<file path="src/hw/rtl/ldf_pkg.sv">
// Shared types, constants and the control store for the length-framed byte deframer.
package ldf_pkg;

  localparam int unsigned MAX_PAYLOAD_DEF = 32;

  localparam logic [7:0] START_MARKER_RST = 8'hAC;
  localparam logic [7:0] END_MARKER_RST   = 8'hEF;

  localparam int unsigned CFG_IDX_W = 1;
  localparam logic [CFG_IDX_W-1:0] CFG_START_MARKER = 1'b0;
  localparam logic [CFG_IDX_W-1:0] CFG_END_MARKER   = 1'b1;

  typedef enum logic [2:0] {
    ST_DATA    = 3'd0,
    ST_EMPTY   = 3'd1,
    ST_BADINV  = 3'd2,
    ST_BADEND  = 3'd3,
    ST_TOOLONG = 3'd4
  } frame_status_e;

  // Branch conditions tested by a step; a hit loads the step's target.
  typedef enum logic [3:0] {
    COND_NEVER,
    COND_ALWAYS,
    COND_NOT_START,
    COND_TOO_LONG,
    COND_LEN_ZERO,
    COND_DATA_MORE,
    COND_INV_BAD,
    COND_END_BAD,
    COND_LAST
  } cond_e;

  localparam int unsigned PC_W = 5;

  // The replay steps follow the empty-frame test, which falls through into them.
  localparam logic [PC_W-1:0] PC_WAIT_START = 5'd0;
  localparam logic [PC_W-1:0] PC_TST_START  = 5'd1;
  localparam logic [PC_W-1:0] PC_WAIT_LEN   = 5'd2;
  localparam logic [PC_W-1:0] PC_TST_LEN    = 5'd3;
  localparam logic [PC_W-1:0] PC_TST_ZERO   = 5'd4;
  localparam logic [PC_W-1:0] PC_WAIT_DATA  = 5'd5;
  localparam logic [PC_W-1:0] PC_TST_DATA   = 5'd6;
  localparam logic [PC_W-1:0] PC_WAIT_CHK   = 5'd7;
  localparam logic [PC_W-1:0] PC_TST_CHK    = 5'd8;
  localparam logic [PC_W-1:0] PC_WAIT_END   = 5'd9;
  localparam logic [PC_W-1:0] PC_TST_END    = 5'd10;
  localparam logic [PC_W-1:0] PC_TST_EMPTY  = 5'd11;
  localparam logic [PC_W-1:0] PC_RD_FIRST   = 5'd12;
  localparam logic [PC_W-1:0] PC_EMIT_DATA  = 5'd13;
  localparam logic [PC_W-1:0] PC_RD_NEXT    = 5'd14;
  localparam logic [PC_W-1:0] PC_EMIT_LONG  = 5'd15;
  localparam logic [PC_W-1:0] PC_EMIT_INV   = 5'd16;
  localparam logic [PC_W-1:0] PC_EMIT_END   = 5'd17;
  localparam logic [PC_W-1:0] PC_EMIT_EMPTY = 5'd18;

  typedef struct packed {
    logic            wait_in;  // hold until an input beat, latch it
    cond_e           cond;
    logic [PC_W-1:0] target;
    logic            load_len;
    logic            clr_cnt;
    logic            inc_cnt;
    logic            wr_mem;
    logic            rd_mem;
    logic            emit;     // hold until the output register is free
    frame_status_e   status;
  } ctrl_word_t;

  localparam ctrl_word_t CW_NOP = '{
    wait_in:  1'b0,
    cond:     COND_NEVER,
    target:   PC_WAIT_START,
    load_len: 1'b0,
    clr_cnt:  1'b0,
    inc_cnt:  1'b0,
    wr_mem:   1'b0,
    rd_mem:   1'b0,
    emit:     1'b0,
    status:   ST_DATA
  };

  // Control store. A step with no hit advances to the next address.
  function automatic ctrl_word_t ucode(input logic [PC_W-1:0] pc);
    ctrl_word_t w;
    w = CW_NOP;
    unique case (pc)
      PC_WAIT_START, PC_WAIT_LEN, PC_WAIT_DATA, PC_WAIT_CHK, PC_WAIT_END: begin
        w.wait_in = 1'b1;
      end
      PC_TST_START: begin
        w.cond   = COND_NOT_START;
        w.target = PC_WAIT_START;
      end
      PC_TST_LEN: begin
        w.load_len = 1'b1;
        w.clr_cnt  = 1'b1;
        w.cond     = COND_TOO_LONG;
        w.target   = PC_EMIT_LONG;
      end
      PC_TST_ZERO: begin
        w.cond   = COND_LEN_ZERO;
        w.target = PC_WAIT_CHK;
      end
      PC_TST_DATA: begin
        w.wr_mem  = 1'b1;
        w.inc_cnt = 1'b1;
        w.cond    = COND_DATA_MORE;
        w.target  = PC_WAIT_DATA;
      end
      PC_TST_CHK: begin
        w.cond   = COND_INV_BAD;
        w.target = PC_EMIT_INV;
      end
      PC_TST_END: begin
        w.cond   = COND_END_BAD;
        w.target = PC_EMIT_END;
      end
      PC_TST_EMPTY: begin
        w.clr_cnt = 1'b1;
        w.cond    = COND_LEN_ZERO;
        w.target  = PC_EMIT_EMPTY;
      end
      PC_EMIT_LONG: begin
        w.emit   = 1'b1;
        w.status = ST_TOOLONG;
        w.cond   = COND_ALWAYS;
      end
      PC_EMIT_INV: begin
        w.emit   = 1'b1;
        w.status = ST_BADINV;
        w.cond   = COND_ALWAYS;
      end
      PC_EMIT_END: begin
        w.emit   = 1'b1;
        w.status = ST_BADEND;
        w.cond   = COND_ALWAYS;
      end
      PC_EMIT_EMPTY: begin
        w.emit   = 1'b1;
        w.status = ST_EMPTY;
        w.cond   = COND_ALWAYS;
      end
      PC_RD_FIRST: begin
        w.rd_mem = 1'b1;
      end
      PC_EMIT_DATA: begin
        w.emit    = 1'b1;
        w.status  = ST_DATA;
        w.inc_cnt = 1'b1;
        w.cond    = COND_LAST;
        w.target  = PC_WAIT_START;
      end
      PC_RD_NEXT: begin
        w.rd_mem = 1'b1;
        w.cond   = COND_ALWAYS;
        w.target = PC_EMIT_DATA;
      end
      default: begin
        w.cond   = COND_ALWAYS;
        w.target = PC_WAIT_START;
      end
    endcase
    return w;
  endfunction

endpackage

</file>
<file path="src/hw/rtl/ldf_ram.sv">
// Generic single-write, single-read RAM with registered read data.
module ldf_ram #(
  parameter int unsigned WIDTH = 8,
  parameter int unsigned DEPTH = 32
) (
  input  logic                                    clk_i,
  input  logic                                    we_i,
  input  logic [((DEPTH > 1) ? $clog2(DEPTH) : 1)-1:0] waddr_i,
  input  logic [WIDTH-1:0]                        wdata_i,
  input  logic                                    re_i,
  input  logic [((DEPTH > 1) ? $clog2(DEPTH) : 1)-1:0] raddr_i,
  output logic [WIDTH-1:0]                        rdata_o
);

  logic [WIDTH-1:0] mem_q [DEPTH];
  logic [WIDTH-1:0] rdata_q;

  always_ff @(posedge clk_i) begin
    if (we_i) begin
      mem_q[waddr_i] <= wdata_i;
    end
    if (re_i) begin
      rdata_q <= mem_q[raddr_i];
    end
  end

  assign rdata_o = rdata_q;

endmodule

</file>
<file path="src/hw/rtl/ldf_useq.sv">
// Step counter and control store lookup for the deframer sequencer.
module ldf_useq (
  input  logic               clk_i,
  input  logic               rst_ni,
  input  logic               go_i,   // current step completes this cycle
  input  logic               hit_i,  // its branch condition holds
  output ldf_pkg::ctrl_word_t ctrl_o
);

  logic [ldf_pkg::PC_W-1:0] pc_q, pc_d;
  ldf_pkg::ctrl_word_t      ctrl;

  assign ctrl   = ldf_pkg::ucode(pc_q);
  assign ctrl_o = ctrl;

  always_comb begin
    pc_d = pc_q;
    if (go_i) begin
      pc_d = hit_i ? ctrl.target : pc_q + ldf_pkg::PC_W'(1);
    end
  end

  always_ff @(posedge clk_i or negedge rst_ni) begin
    if (!rst_ni) begin
      pc_q <= ldf_pkg::PC_WAIT_START;
    end else begin
      pc_q <= pc_d;
    end
  end

endmodule

</file>
<file path="src/hw/rtl/length_framed_byte_deframer.sv">
// Top level of the length-framed byte deframer: datapath around a microcoded sequencer.
//
//   channel   direction  handshake                payload
//   in        sink       in_valid_i / in_stall_o  rx_byte_i
//   out       source     out_valid_o / out_stall_i payload_byte_o, frame_length_o,
//                                                  frame_status_o, last_of_run_o
//   cfg       sink       cfg_we_i                 cfg_addr_i, cfg_wdata_i
//
// The sequencer runs one control step per cycle unless it waits for an input byte
// or a free output slot. A byte outside a frame, a payload byte and an inverted-length
// byte pass an accept and a test step; the length and end bytes add a zero-length or
// empty-frame test. A good frame replays each beat as a read step, then an emit step.
// Reset clears the step counter, counters and output valid; the markers return to
// 0xAC and 0xEF. The payload buffer needs no clearing: only bytes of the current
// frame are ever read back.
// A stalled output holds the emitting step, and input stays stalled until the
// sequencer comes back to a step that waits for a byte.
module length_framed_byte_deframer #(
  parameter int unsigned MAX_PAYLOAD = ldf_pkg::MAX_PAYLOAD_DEF
) (
  input  logic                          clk_i,
  input  logic                          rst_ni,
  // input bytes
  input  logic                          in_valid_i,
  output logic                          in_stall_o,
  input  logic [7:0]                    rx_byte_i,
  // result beats
  output logic                          out_valid_o,
  input  logic                          out_stall_i,
  output logic [7:0]                    payload_byte_o,
  output logic [7:0]                    frame_length_o,
  output logic [2:0]                    frame_status_o,
  output logic                          last_of_run_o,
  // configuration writes
  input  logic                          cfg_we_i,
  input  logic [ldf_pkg::CFG_IDX_W-1:0] cfg_addr_i,
  input  logic [7:0]                    cfg_wdata_i
);

  localparam int unsigned AW = (MAX_PAYLOAD > 1) ? $clog2(MAX_PAYLOAD) : 1;
  localparam int unsigned CW = $clog2(MAX_PAYLOAD + 1);

  // Configuration registers
  logic [7:0] start_marker_q, end_marker_q;

  always_ff @(posedge clk_i or negedge rst_ni) begin
    if (!rst_ni) begin
      start_marker_q <= ldf_pkg::START_MARKER_RST;
      end_marker_q   <= ldf_pkg::END_MARKER_RST;
    end else if (cfg_we_i) begin
      unique case (cfg_addr_i)
        ldf_pkg::CFG_START_MARKER: start_marker_q <= cfg_wdata_i;
        ldf_pkg::CFG_END_MARKER:   end_marker_q   <= cfg_wdata_i;
        default: ;
      endcase
    end
  end

  // Sequencer
  ldf_pkg::ctrl_word_t ctrl;
  logic                go, hit, out_free;

  ldf_useq u_useq (
    .clk_i  (clk_i),
    .rst_ni (rst_ni),
    .go_i   (go),
    .hit_i  (hit),
    .ctrl_o (ctrl)
  );

  // Datapath registers
  logic [7:0]    byte_q;
  logic [7:0]    len_q;
  logic [CW-1:0] cnt_q;
  logic [8:0]    cnt_inc;
  logic [8:0]    len_ext;
  logic [7:0]    rd_data;

  assign cnt_inc = 9'(cnt_q) + 9'd1;
  assign len_ext = {1'b0, len_q};

  assign out_free   = !out_valid_o || !out_stall_i;
  assign in_stall_o = !ctrl.wait_in;

  // A waiting step advances on an input beat, an emitting step on a free output slot.
  always_comb begin
    if (ctrl.wait_in) begin
      go = in_valid_i;
    end else if (ctrl.emit) begin
      go = out_free;
    end else begin
      go = 1'b1;
    end
  end

  always_comb begin
    unique case (ctrl.cond)
      ldf_pkg::COND_NEVER:     hit = 1'b0;
      ldf_pkg::COND_ALWAYS:    hit = 1'b1;
      ldf_pkg::COND_NOT_START: hit = (byte_q != start_marker_q);
      ldf_pkg::COND_TOO_LONG:  hit = (byte_q > 8'(MAX_PAYLOAD));
      ldf_pkg::COND_LEN_ZERO:  hit = (len_q == 8'd0);
      ldf_pkg::COND_DATA_MORE: hit = (cnt_inc < len_ext);
      ldf_pkg::COND_INV_BAD:   hit = (byte_q != ~len_q);
      ldf_pkg::COND_END_BAD:   hit = (byte_q != end_marker_q);
      ldf_pkg::COND_LAST:      hit = (cnt_inc == len_ext);
      default:                 hit = 1'b1;
    endcase
  end

  always_ff @(posedge clk_i or negedge rst_ni) begin
    if (!rst_ni) begin
      byte_q <= 8'd0;
      len_q  <= 8'd0;
      cnt_q  <= '0;
    end else if (go) begin
      if (ctrl.wait_in) begin
        byte_q <= rx_byte_i;
      end
      if (ctrl.load_len) begin
        len_q <= byte_q;
      end
      if (ctrl.clr_cnt) begin
        cnt_q <= '0;
      end else if (ctrl.inc_cnt) begin
        cnt_q <= cnt_q + CW'(1);
      end
    end
  end

  // Payload buffer: written in arrival order, replayed from entry zero.
  ldf_ram #(
    .WIDTH (8),
    .DEPTH (MAX_PAYLOAD)
  ) u_buf (
    .clk_i   (clk_i),
    .we_i    (go && ctrl.wr_mem),
    .waddr_i (cnt_q[AW-1:0]),
    .wdata_i (byte_q),
    .re_i    (go && ctrl.rd_mem),
    .raddr_i (cnt_q[AW-1:0]),
    .rdata_o (rd_data)
  );

  // Output register: load on an emitting step, drop once the beat is taken.
  logic       out_valid_q;
  logic [7:0] payload_q, flen_q;
  logic [2:0] status_q;
  logic       last_q;
  logic       is_data;

  assign is_data = (ctrl.status == ldf_pkg::ST_DATA);

  always_ff @(posedge clk_i or negedge rst_ni) begin
    if (!rst_ni) begin
      out_valid_q <= 1'b0;
    end else if (go && ctrl.emit) begin
      out_valid_q <= 1'b1;
    end else if (!out_stall_i) begin
      out_valid_q <= 1'b0;
    end
  end

  always_ff @(posedge clk_i) begin
    if (go && ctrl.emit) begin
      payload_q <= is_data ? rd_data : 8'd0;
      flen_q    <= len_q;
      status_q  <= ctrl.status;
      last_q    <= is_data ? (cnt_inc == len_ext) : 1'b1;
    end
  end

  assign out_valid_o    = out_valid_q;
  assign payload_byte_o = payload_q;
  assign frame_length_o = flen_q;
  assign frame_status_o = status_q;
  assign last_of_run_o  = last_q;

endmodule

</file>
<file path="config.mk">
export PLATFORM = sky130hd
export DESIGN_NAME = length_framed_byte_deframer
export DESIGN_NICKNAME = d
export VERILOG_FILES = /design/src/hw/rtl/ldf_pkg.sv /design/src/hw/rtl/ldf_ram.sv /design/src/hw/rtl/ldf_useq.sv /design/src/hw/rtl/length_framed_byte_deframer.sv
export SDC_FILE = /design/constraint.sdc
export NUM_CORES = 1
export LEC_CHECK = 0
export BUFFER_PORTS_ARGS = -buffer_cell sky130_fd_sc_hd__buf_2
export CORE_AREA = 8 8 222 224
export CTS_CLUSTER_SIZE = 14
export DETAILED_ROUTE_END_ITERATION = 16
export DIE_AREA = 0 0 230 232
export GPL_TIMING_DRIVEN = 1
export PLACE_DENSITY_LB_ADDON = 0.15
export SLEW_MARGIN = 20
export SYNTH_ARGS = -nofsm -noshare
export SYNTH_HDL_FRONTEND = slang
export SYNTH_SLANG_ARGS = --single-unit
</file>
<file path="constraint.sdc">
create_clock -name clk_i -period 4.2 [get_ports clk_i]
set_input_delay 0.84 -clock clk_i [delete_from_list [all_inputs] [get_ports clk_i]]
set_output_delay 0.84 -clock clk_i [all_outputs]
set_load 0.02 [all_outputs]
</file>
==> impl_summary.log, run 1 <==
INFO  metric outcome = complete, no violations
INFO  metric headroom_to_the_max_slew_limit = 21.5%
INFO  metric detailedRoute.firstIterationViolations = 586
INFO  metric tightest_slew = 1.17 ns
INFO  metric post-route-util = 34.8%
INFO  metric gr-usage-all-layers = 12.9%
INFO  metric report.final.setup_viol = 0
INFO  metric placeableCoreArea = 45900 um^2
INFO  metric timing.critical_path.to = u_useq.pc_q[2]$_DFFE_PN0N_
INFO  metric drt_pass1_iterations = 7
INFO  metric synth-edff-count = 284
INFO  metric clock_tree.buffer_depth = 3
INFO  metric yosysWarningCount = 0
INFO  metric postCtsResizedCells = 0
INFO  metric floorplan.io_pins = 44
INFO  metric grt_antenna_before_repair = 0
INFO  metric endpoint_kind = flop
INFO  metric global_route_wire_length_before_repair = 51.5 mm
INFO  metric cell_area_after_synthesis = 13500 um^2
INFO  metric post_cts.repair.setup_buffers = 0
INFO  metric clockPowerShare = 31.3%
INFO  metric antenna_cells_inserted = 0
INFO  metric yosys_top_cell_by_area = sky130_fd_sc_hd__edfxtp_1
INFO  metric initial_core_util = 29.4%
INFO  metric power_switching_share = 30.9%
INFO  metric final_antenna_net_count = 0
INFO  metric min_cycle_time_layout = 3.35 ns
INFO  metric globalRouteMet1Util = 16.7%
INFO  metric criticalPathCategory = flop to flop
INFO  metric globalRouteOverflowTotal = 0
INFO  metric report.final.hold_viol_count = 0
INFO  metric avgSynthCellArea = 17.5 um^2
INFO  metric cellPowerDensity = 629 nW/um^2
INFO  metric share_of_async_settable_or_async_resettable_flops_after_synthesis = 13.4%
INFO  metric finalSetupTns = 0 ns
INFO  metric via_count_of_the_routed_design = 7301
INFO  metric cts_tree = yes
INFO  metric switching_power = 0.00310 W
INFO  metric fin_crit_sh = 79.8%
INFO  metric power.share.combinational = 24.8%
INFO  metric hpwlAfterDp = 21.5 mm
INFO  metric fraction_of_layout_cells_with_a_size_suffix_above_1 = 30.3%
INFO  metric synth_top_area_share = 63.2%
INFO  metric post_synthesis_to_final_layout_area_growth = 18.1%
INFO  metric worst_setup_hold_path_clk_slew = 0.06 ns
INFO  metric viasPerCell = 4.84
INFO  metric slew_viol_final = 0
INFO  metric route.detailed.wl_per_inst = 22.7 um
INFO  metric die_height = 232 um
INFO  metric place.port_buffers = 43
INFO  metric reg2reg_depth = 12
INFO  metric maximum_number_of_pins_on_one_net_before_global_route_repair = 53
INFO  metric worst-path-max-fanout = 18
INFO  metric detail_route.drc_violations = 0
INFO  metric power.leakage = 5.27 nW
INFO  metric use_met2 = 20.7%
INFO  metric cell_internal_pwr = 0.00693 W
INFO  metric rr_startpoint = cnt_q[4]$_DFFE_PN0P_
INFO  metric root_buffer = sky130_fd_sc_hd__clkbuf_16
INFO  metric synthesis.instances = 771
INFO  metric cp_data_arrival_time = 3.79 ns
INFO  metric synthFlopType = sky130_fd_sc_hd__edfxtp_1
INFO  metric floorplan.die.width = 230 um
INFO  metric crit_required = 4.63 ns
INFO  metric gp_routability_congestion = 0.812
INFO  metric synth_fp_nets = 809
INFO  metric max_rail_drop_vdd = 254 uV
INFO  metric setup_slack_reg_to_reg = 0.85 ns
INFO  metric clock_latency = 0.54 ns
INFO  metric holdCritPathClass = primary input to asynchronous set/reset pin
INFO  metric crit-reg2reg-capture = u_useq.pc_q[2]$_DFFE_PN0N_
INFO  metric multi_input_comb_area = 3630 um^2
INFO  metric rsz0062_at_grt = false
INFO  metric tritoncts.num_buffers = 38
INFO  metric yosysSeqAreaShare = 71.4%
INFO  metric floorplan.die_area = 53400 um^2
INFO  metric peak_clock_frequency_supported_by_timing = 298 MHz
INFO  metric finalNetCount = 910
INFO  metric grt_pass1_vias = 7731
INFO  metric fin_worst_skew = 0.0205 ns
INFO  metric worst_setup_path_start_kind = flop
INFO  metric fill_cells = 4416
INFO  metric post_synth_main_area_contributors = sky130_fd_sc_hd__edfxtp_1 (63%), sky130_fd_sc_hd__mux4_2 (11%), sky130_fd_sc_hd__dfrtp_1 (6.1%), sky130_fd_sc_hd__mux2_2 (2.2%), sky130_fd_sc_hd__dfstp_2 (2.1%)
INFO  metric cts_max_level = 2
INFO  metric routed_wirelength = 34.3 mm
INFO  metric gr-usage-met3 = 3.15%
INFO  metric postSynthRegisterBits = 328
INFO  metric crit_start = cnt_q[4]$_DFFE_PN0P_
INFO  metric gr-max-usage-layer = met2
INFO  metric maxCapViolations = 0
INFO  metric tritoncts_sink_count = 328
INFO  metric floorplan.rows = 79
INFO  metric register_area = 9650 um^2
INFO  metric p_seq_share = 43.9%
INFO  metric synthDistinctLibCells = 62
INFO  metric cts_hold_buf = 0
## per-layer routing
layer  share of wire (%)  wire length (um)
met1                  44             15200
met2                  48             16400
met3                 4.9              1690
met4                 2.7               911
met5                   0                 0
## state kept, by name, indices dropped and copies added, names as in the netlist, 5 cells and up
name and flops:
end_marker_q 8, start_marker_q 8, u_buf.mem_q 256, u_buf.rdata_o 8, len_q 8, frame_length_o 8
payload_byte_o 8, byte_q 8, cnt_q 6, u_useq.pc_q 5
## cells in the mapped netlist, drive strengths merged, types with 10 or more instances
master / number
a22oi: 32
mux2: 28
mux4: 64
ha: 16
or3: 10
nand3: 12
inv: 16
o21ai: 24
clkbuf: 25
dfrtp: 33
nand4: 17
nor2: 49
and2: 13
edfxtp: 284
nand2: 30
dfstp: 11
buf: 15
## through the flow
step	std cells	worst slack [ns]	total power (W)	cell area, um^2	hold WS [ns]
3_3_place_gp	1439	0.929	0.00703	14800	0.493
3_5_place_dp	1439	0.887	0.00703	14800	0.484
2_1_floorplan	771	0.896	0.00602	13500	0.462
4_1_cts	1508	0.872	0.0102	15900	0.381
5_1_grt	1508	0.598	0.0105	15900	0.426
6_report	1508	0.847	0.0100	15900	0.382
## how the worst min path moves through the flow
stage,end,slack [ns]
2_1_floorplan,frame_length_o[1]$_DFFE_PP_,0.46
3_3_place_gp,start_marker_q[1]$_DFFE_PN0P_,0.49
3_5_place_dp,frame_length_o[1]$_DFFE_PP_,0.48
4_1_cts,u_useq.pc_q[3]$_DFFE_PN0N_,0.38
5_1_grt,start_marker_q[1]$_DFFE_PN0P_,0.43
6_report,start_marker_q[6]$_DFFE_PN0P_,0.38
## area by class of cell
type	instances	area share (%)
flip-flops and latches	328	60.5
clock buffers	53	6.52
inverters	16	0.377
well taps	607	4.77
clock inverters	16	0.840
repair buffers	101	4.16
multi-input cells	387	22.8
## power by group through the flow
stage	Combinational (W)	Sequential, W	Clock [W]
after floorplan	0.00149	0.00453	0
after global placement	0.00255	0.00448	0
after detailed placement	0.00255	0.00448	0
after CTS	0.00255	0.00441	0.00325
after global routing	0.00274	0.00444	0.00336
final	0.00249	0.00440	0.00314
## cell families after synthesis
group / share of synthesized area, %
flip-flops: 71.4
XOR/XNOR: 0.260
buffers and inverters: 1.71
multiplexers: 13.1
AND/OR/NAND/NOR: 6.82
adder cells (fa/ha/maj): 1.48
AO/OA/AOI/OAI: 5.20
## cell usage in the layout (no fill, tap or decap), types with 4 or more instances in the layout
master                        n
sky130_fd_sc_hd__dfrtp_1     31
sky130_fd_sc_hd__a22o_1       4
sky130_fd_sc_hd__a21oi_1      6
sky130_fd_sc_hd__nand4_1     17
sky130_fd_sc_hd__and3_1       4
sky130_fd_sc_hd__clkbuf_16   39
sky130_fd_sc_hd__buf_4       57
sky130_fd_sc_hd__nand3_1     12
sky130_fd_sc_hd__edfxtp_1   284
sky130_fd_sc_hd__buf_2       43
sky130_fd_sc_hd__nor3_1       5
sky130_fd_sc_hd__nor2_1      49
sky130_fd_sc_hd__and2_1      13
sky130_fd_sc_hd__and4_1       4
sky130_fd_sc_hd__clkinv_2    10
sky130_fd_sc_hd__nand2b_1     4
sky130_fd_sc_hd__nor2b_1      4
sky130_fd_sc_hd__nand2_1     30
sky130_fd_sc_hd__or3_1       10
sky130_fd_sc_hd__o21ai_1      7
sky130_fd_sc_hd__dfstp_2     11
sky130_fd_sc_hd__inv_1       16
sky130_fd_sc_hd__clkbuf_1    13
sky130_fd_sc_hd__mux4_2      64
sky130_fd_sc_hd__ha_1        16
sky130_fd_sc_hd__a31oi_1      6
sky130_fd_sc_hd__mux2_2      26
sky130_fd_sc_hd__o21ai_0     17
sky130_fd_sc_hd__a22oi_1     32
## critical path: stages (launching register included)
cell and delay (ns):
sky130_fd_sc_hd__dfrtp_1 0.33, sky130_fd_sc_hd__buf_4 0.25, sky130_fd_sc_hd__and3_1 0.56, sky130_fd_sc_hd__nand3_1 0.16
sky130_fd_sc_hd__xnor2_1 0.22, sky130_fd_sc_hd__ha_1 0.28, sky130_fd_sc_hd__nand4b_1 0.17, sky130_fd_sc_hd__nor2_1 0.07
sky130_fd_sc_hd__o22a_1 0.18, sky130_fd_sc_hd__o31ai_2 0.22, sky130_fd_sc_hd__o311ai_1 0.17, sky130_fd_sc_hd__or4_1 0.50
sky130_fd_sc_hd__o211ai_1 0.12
(Power assumes the default switching activity.)
==> run 2, diff against run 1 <==
Clock period 4.2 ns to 3.1 ns, I/O delays scaled along.
==> run 2 against run 1 <==
Combinational power up 54%. Sequential share of layout area down 0.46 points. Sequential power up 33%. Largest cell class unchanged. Worst setup slack worse by 0.82 ns. Non-clock buffer count up 1. Utilization up 0.27 points. Total power up 38%. Register-to-register slack worse by 0.82 ns. Critical endpoint is now u_buf.mem_q[23][7]$_DFFE_PP_. Critical path depth down 2. Maximum frequency up 9.0%. Flip-flop and latch count unchanged. Die area unchanged.
==> impl_summary.log, run 2 (synthesis gave the netlist of run 1 again) <==
INFO  metric largest_register_ff_count = 256 (unchanged)
INFO  metric grt_antenna_before_repair = 0 (unchanged)
INFO  metric outcome = complete, no violations
INFO  metric timing.critical_path.to = u_buf.mem_q[23][7]$_DFFE_PP_
INFO  metric die_height = 232 um (unchanged)
INFO  metric drt_pass1_iterations = 5 (-2)
INFO  metric antenna_cells_inserted = 0 (unchanged)
INFO  metric registers.top_by_ff_count = u_buf.mem_q
INFO  metric cp_data_arrival_time = 3.25 ns (-0.54 ns)
INFO  metric rr_startpoint = u_useq.pc_q[0]$_DFFE_PN0N_
INFO  metric max_rail_drop_vdd = 365 uV (+44%)
INFO  metric globalRouteOverflowTotal = 0 (unchanged)
INFO  metric post_cts.repair.setup_buffers = 0 (unchanged)
INFO  metric initial_core_util = 29.4% (unchanged)
INFO  metric detailedRoute.firstIterationViolations = 661 (+13%)
INFO  metric worst-path-max-fanout = 8 (-10)
INFO  metric layout.cells.most_common_list = sky130_fd_sc_hd__edfxtp_1 (284), sky130_fd_sc_hd__mux4_2 (64), sky130_fd_sc_hd__buf_4 (58)
INFO  metric cp_slowest_stage_delay = 0.64 ns (+0.08 ns)
INFO  metric crit_start = u_useq.pc_q[0]$_DFFE_PN0N_
INFO  metric power.leakage = 5.27 nW (-0.13%)
INFO  metric report.final.setup_viol = 0 (unchanged)
INFO  metric rsz0062_at_grt = true
INFO  metric placeableCoreArea = 45900 um^2 (unchanged)
INFO  metric min_cycle_time_layout = 3.08 ns (-0.276 ns)
INFO  metric finalInstanceArea = 16100 um^2 (+0.77%)
INFO  metric tritoncts.num_buffers = 38 (unchanged)
INFO  metric cellPowerDensity = 863 nW/um^2 (+37%)
INFO  metric floorplan.die_area = 53400 um^2 (unchanged)
INFO  metric worst_setup_path_start_kind = flop
INFO  metric area_after_dpl = 14800 um^2 (about the same)
INFO  metric reg2reg_depth = 10 (-2)
INFO  metric gp_routability_congestion = 0.772 (-5.0%)
INFO  metric route.detailed.wl_per_inst = 22.1 um (-2.5%)
INFO  metric cts_max_level = 2 (unchanged)
INFO  metric fill_cells = 4356 (-1.4%)
INFO  metric headroom_to_the_max_slew_limit = 33.3% (+12 points)
INFO  metric tritoncts_sink_count = 328 (unchanged)
INFO  metric cts_tree = yes
INFO  metric place.port_buffers = 43 (unchanged)
INFO  metric final_antenna_net_count = 0 (unchanged)
INFO  metric fraction_of_layout_cells_with_a_size_suffix_above_1 = 33.5% (+3.2 points)
INFO  metric worst_path_most_repeated_cell = sky130_fd_sc_hd__nand3_1
INFO  metric hpwlAfterDp = 21.8 mm (+1.4%)
INFO  metric post_synthesis_to_final_layout_area_growth = 19.0%
INFO  metric finalNetCount = 911 (+0.11%)
INFO  metric layout_commonest_cell = sky130_fd_sc_hd__edfxtp_1
INFO  metric detail_route.drc_violations = 0 (unchanged)
INFO  metric report.final.hold_viol_count = 0 (unchanged)
INFO  metric root_buffer = sky130_fd_sc_hd__clkbuf_16
INFO  metric floorplan.die.width = 230 um (unchanged)
INFO  metric worst-path-buf-inv = 2 (+1)
INFO  metric gr-usage-all-layers = 12.5% (-0.37 points)
INFO  metric worst-path-stages = 10 (-2)
INFO  metric peak_clock_frequency_supported_by_timing = 325 MHz (+9.0%)
INFO  metric fin_crit_sh = 99.3% (+19 points)
INFO  metric setup_slack_reg_to_reg = 0.02 ns (-0.82 ns)
INFO  metric floorplan.rows = 79 (unchanged)
INFO  metric viasPerCell = 4.83 (-0.15%)
INFO  metric worst_setup_hold_path_clk_slew = 0.06 ns (about the same)
INFO  metric routed_wirelength = 33.4 mm (-2.5%)
INFO  metric slew_viol_final = 0 (unchanged)
INFO  metric grt_pass1_vias = 7685 (-0.60%)
INFO  metric maxCapViolations = 0 (unchanged)
INFO  metric cell_count_after_placement = 1440 (+0.069%)
INFO  metric maximum_number_of_pins_on_one_net_before_global_route_repair = 50 (-5.7%)
INFO  metric worst_path_dominant_cell_family = simple AND/OR/NAND/NOR gates
INFO  metric tightest_slew = 0.999 ns (-0.170 ns)
INFO  metric crit-reg2reg-capture = u_buf.mem_q[23][7]$_DFFE_PP_
INFO  metric layoutNonFillerInstCount = 1509 (+0.066%)
INFO  metric endpoint_kind = flop
INFO  metric holdCritPathClass = primary input to asynchronous set/reset pin
INFO  metric fin_worst_skew = 0.0173 ns (-0.00324 ns)
INFO  metric clock_latency = 0.54 ns (about the same)
INFO  metric crit_slowest_cell = sky130_fd_sc_hd__nor2_1
INFO  metric via_count_of_the_routed_design = 7295 (-0.082%)
INFO  metric floorplan.io_pins = 44 (unchanged)
INFO  metric crit_required = 3.27 ns (-1.36 ns)
INFO  metric clock_tree.buffer_depth = 3 (unchanged)
INFO  metric crit_chain = inv_1 -> ha_1 -> or3_1 -> a31oi_1 -> nand2b_1 -> nand3_1 -> mux2_2 -> nand3_1 -> buf_4 -> nor2_1
INFO  metric global_route_wire_length_before_repair = 50.2 mm (-2.5%)
INFO  metric criticalPathCategory = flop to flop
## run 2: changes by cell type in the layout (fill, tap and decap cells not counted), moves of 2 or more
cell                       before  now
sky130_fd_sc_hd__clkinv_2      10    7
sky130_fd_sc_hd__nor2_2         0   28
sky130_fd_sc_hd__nor3b_1        1    3
sky130_fd_sc_hd__nor2_1        49   21
sky130_fd_sc_hd__nor3b_2        2    0
sky130_fd_sc_hd__clkinv_1       2    9
sky130_fd_sc_hd__clkbuf_1      13    9
## run 2: final cells by class
cell class                 instances  area [um^2]  share of cell area, %
clock buffer                      50         1040                   6.46
clock inverter                    19          115                  0.717
inverter                          16         60.1                  0.374
multi-input combinational        387         3760                   23.4
sequential                       328         9650                   60.1
tap                              607          759                   4.73
timing repair buffer             102          677                   4.21
## run 2: where the power goes
part | total [W] | leakage (nW) | switching [W] | internal [W]
clock | 0.00417 | 0.566 | 0.00173 | 0.00243
sequential | 0.00586 | 3.08 | 0.000236 | 0.00562
combinational | 0.00384 | 1.62 | 0.00235 | 0.00148
## run 2: worst min-delay path by stage
stage	from	endpoint	slack, ns	cells past startpoint
2_1_floorplan	rst_ni	byte_q[0]$_DFFE_PN0P_	0.32	0
3_3_place_gp	start_marker_q[1]$_DFFE_PN0P_	start_marker_q[1]$_DFFE_PN0P_	0.50	1
3_5_place_dp	start_marker_q[6]$_DFFE_PN0P_	start_marker_q[6]$_DFFE_PN0P_	0.50	1
4_1_cts	rst_ni	cnt_q[3]$_DFFE_PN0P_	0.27	1
5_1_grt	rst_ni	u_useq.pc_q[1]$_DFFE_PN0N_	0.11	1
6_report	rst_ni	u_useq.pc_q[1]$_DFFE_PN0N_	0.07	1
## run 2: worst reg2reg max path: cells and delay by family (launching register included)
kind,cells,cell delay (ns)
and+or+nand+nor,5,1.31
muxes,1,0.24
AOI/OAI and AO/OA,1,0.21
adders and majority gates,1,0.25
DFF,1,0.40
buffers and inverters,2,0.30
## run 2: layer usage
layer | track usage [%] | part of all wire, % | vias up
met5 | 0 | 0 | -
met3 | 2.15 | 3.7 | 49
met1 | 16.8 | 46 | 3793
met4 | 4.36 | 2.3 | 0
met2 | 20.2 | 48 | 136
li1 | - | - | 3317
## run 2: repair_timing
action                     CTS  global route
setup endpoints to repair   40           221
hold buffers                 0             0
gates resized for setup      5            34
pin swaps                    0             3
hold endpoints to repair     0             0
## run 2: through the flow
step                      total power (W)  setup WS, ns  setup TNS [ns]  hold WS, ns  utilization (%)
after floorplan                   0.00816      -0.00189          -0.121        0.324                -
after global routing               0.0145        -0.190           -6.23        0.111             35.0
after detailed placement          0.00972       -0.0238          -0.253        0.498             32.2
final                              0.0139        0.0225               0       0.0701             35.0
after CTS                          0.0139       0.00236               0        0.268             34.7
after global placement            0.00974        0.0532               0        0.496             32.2
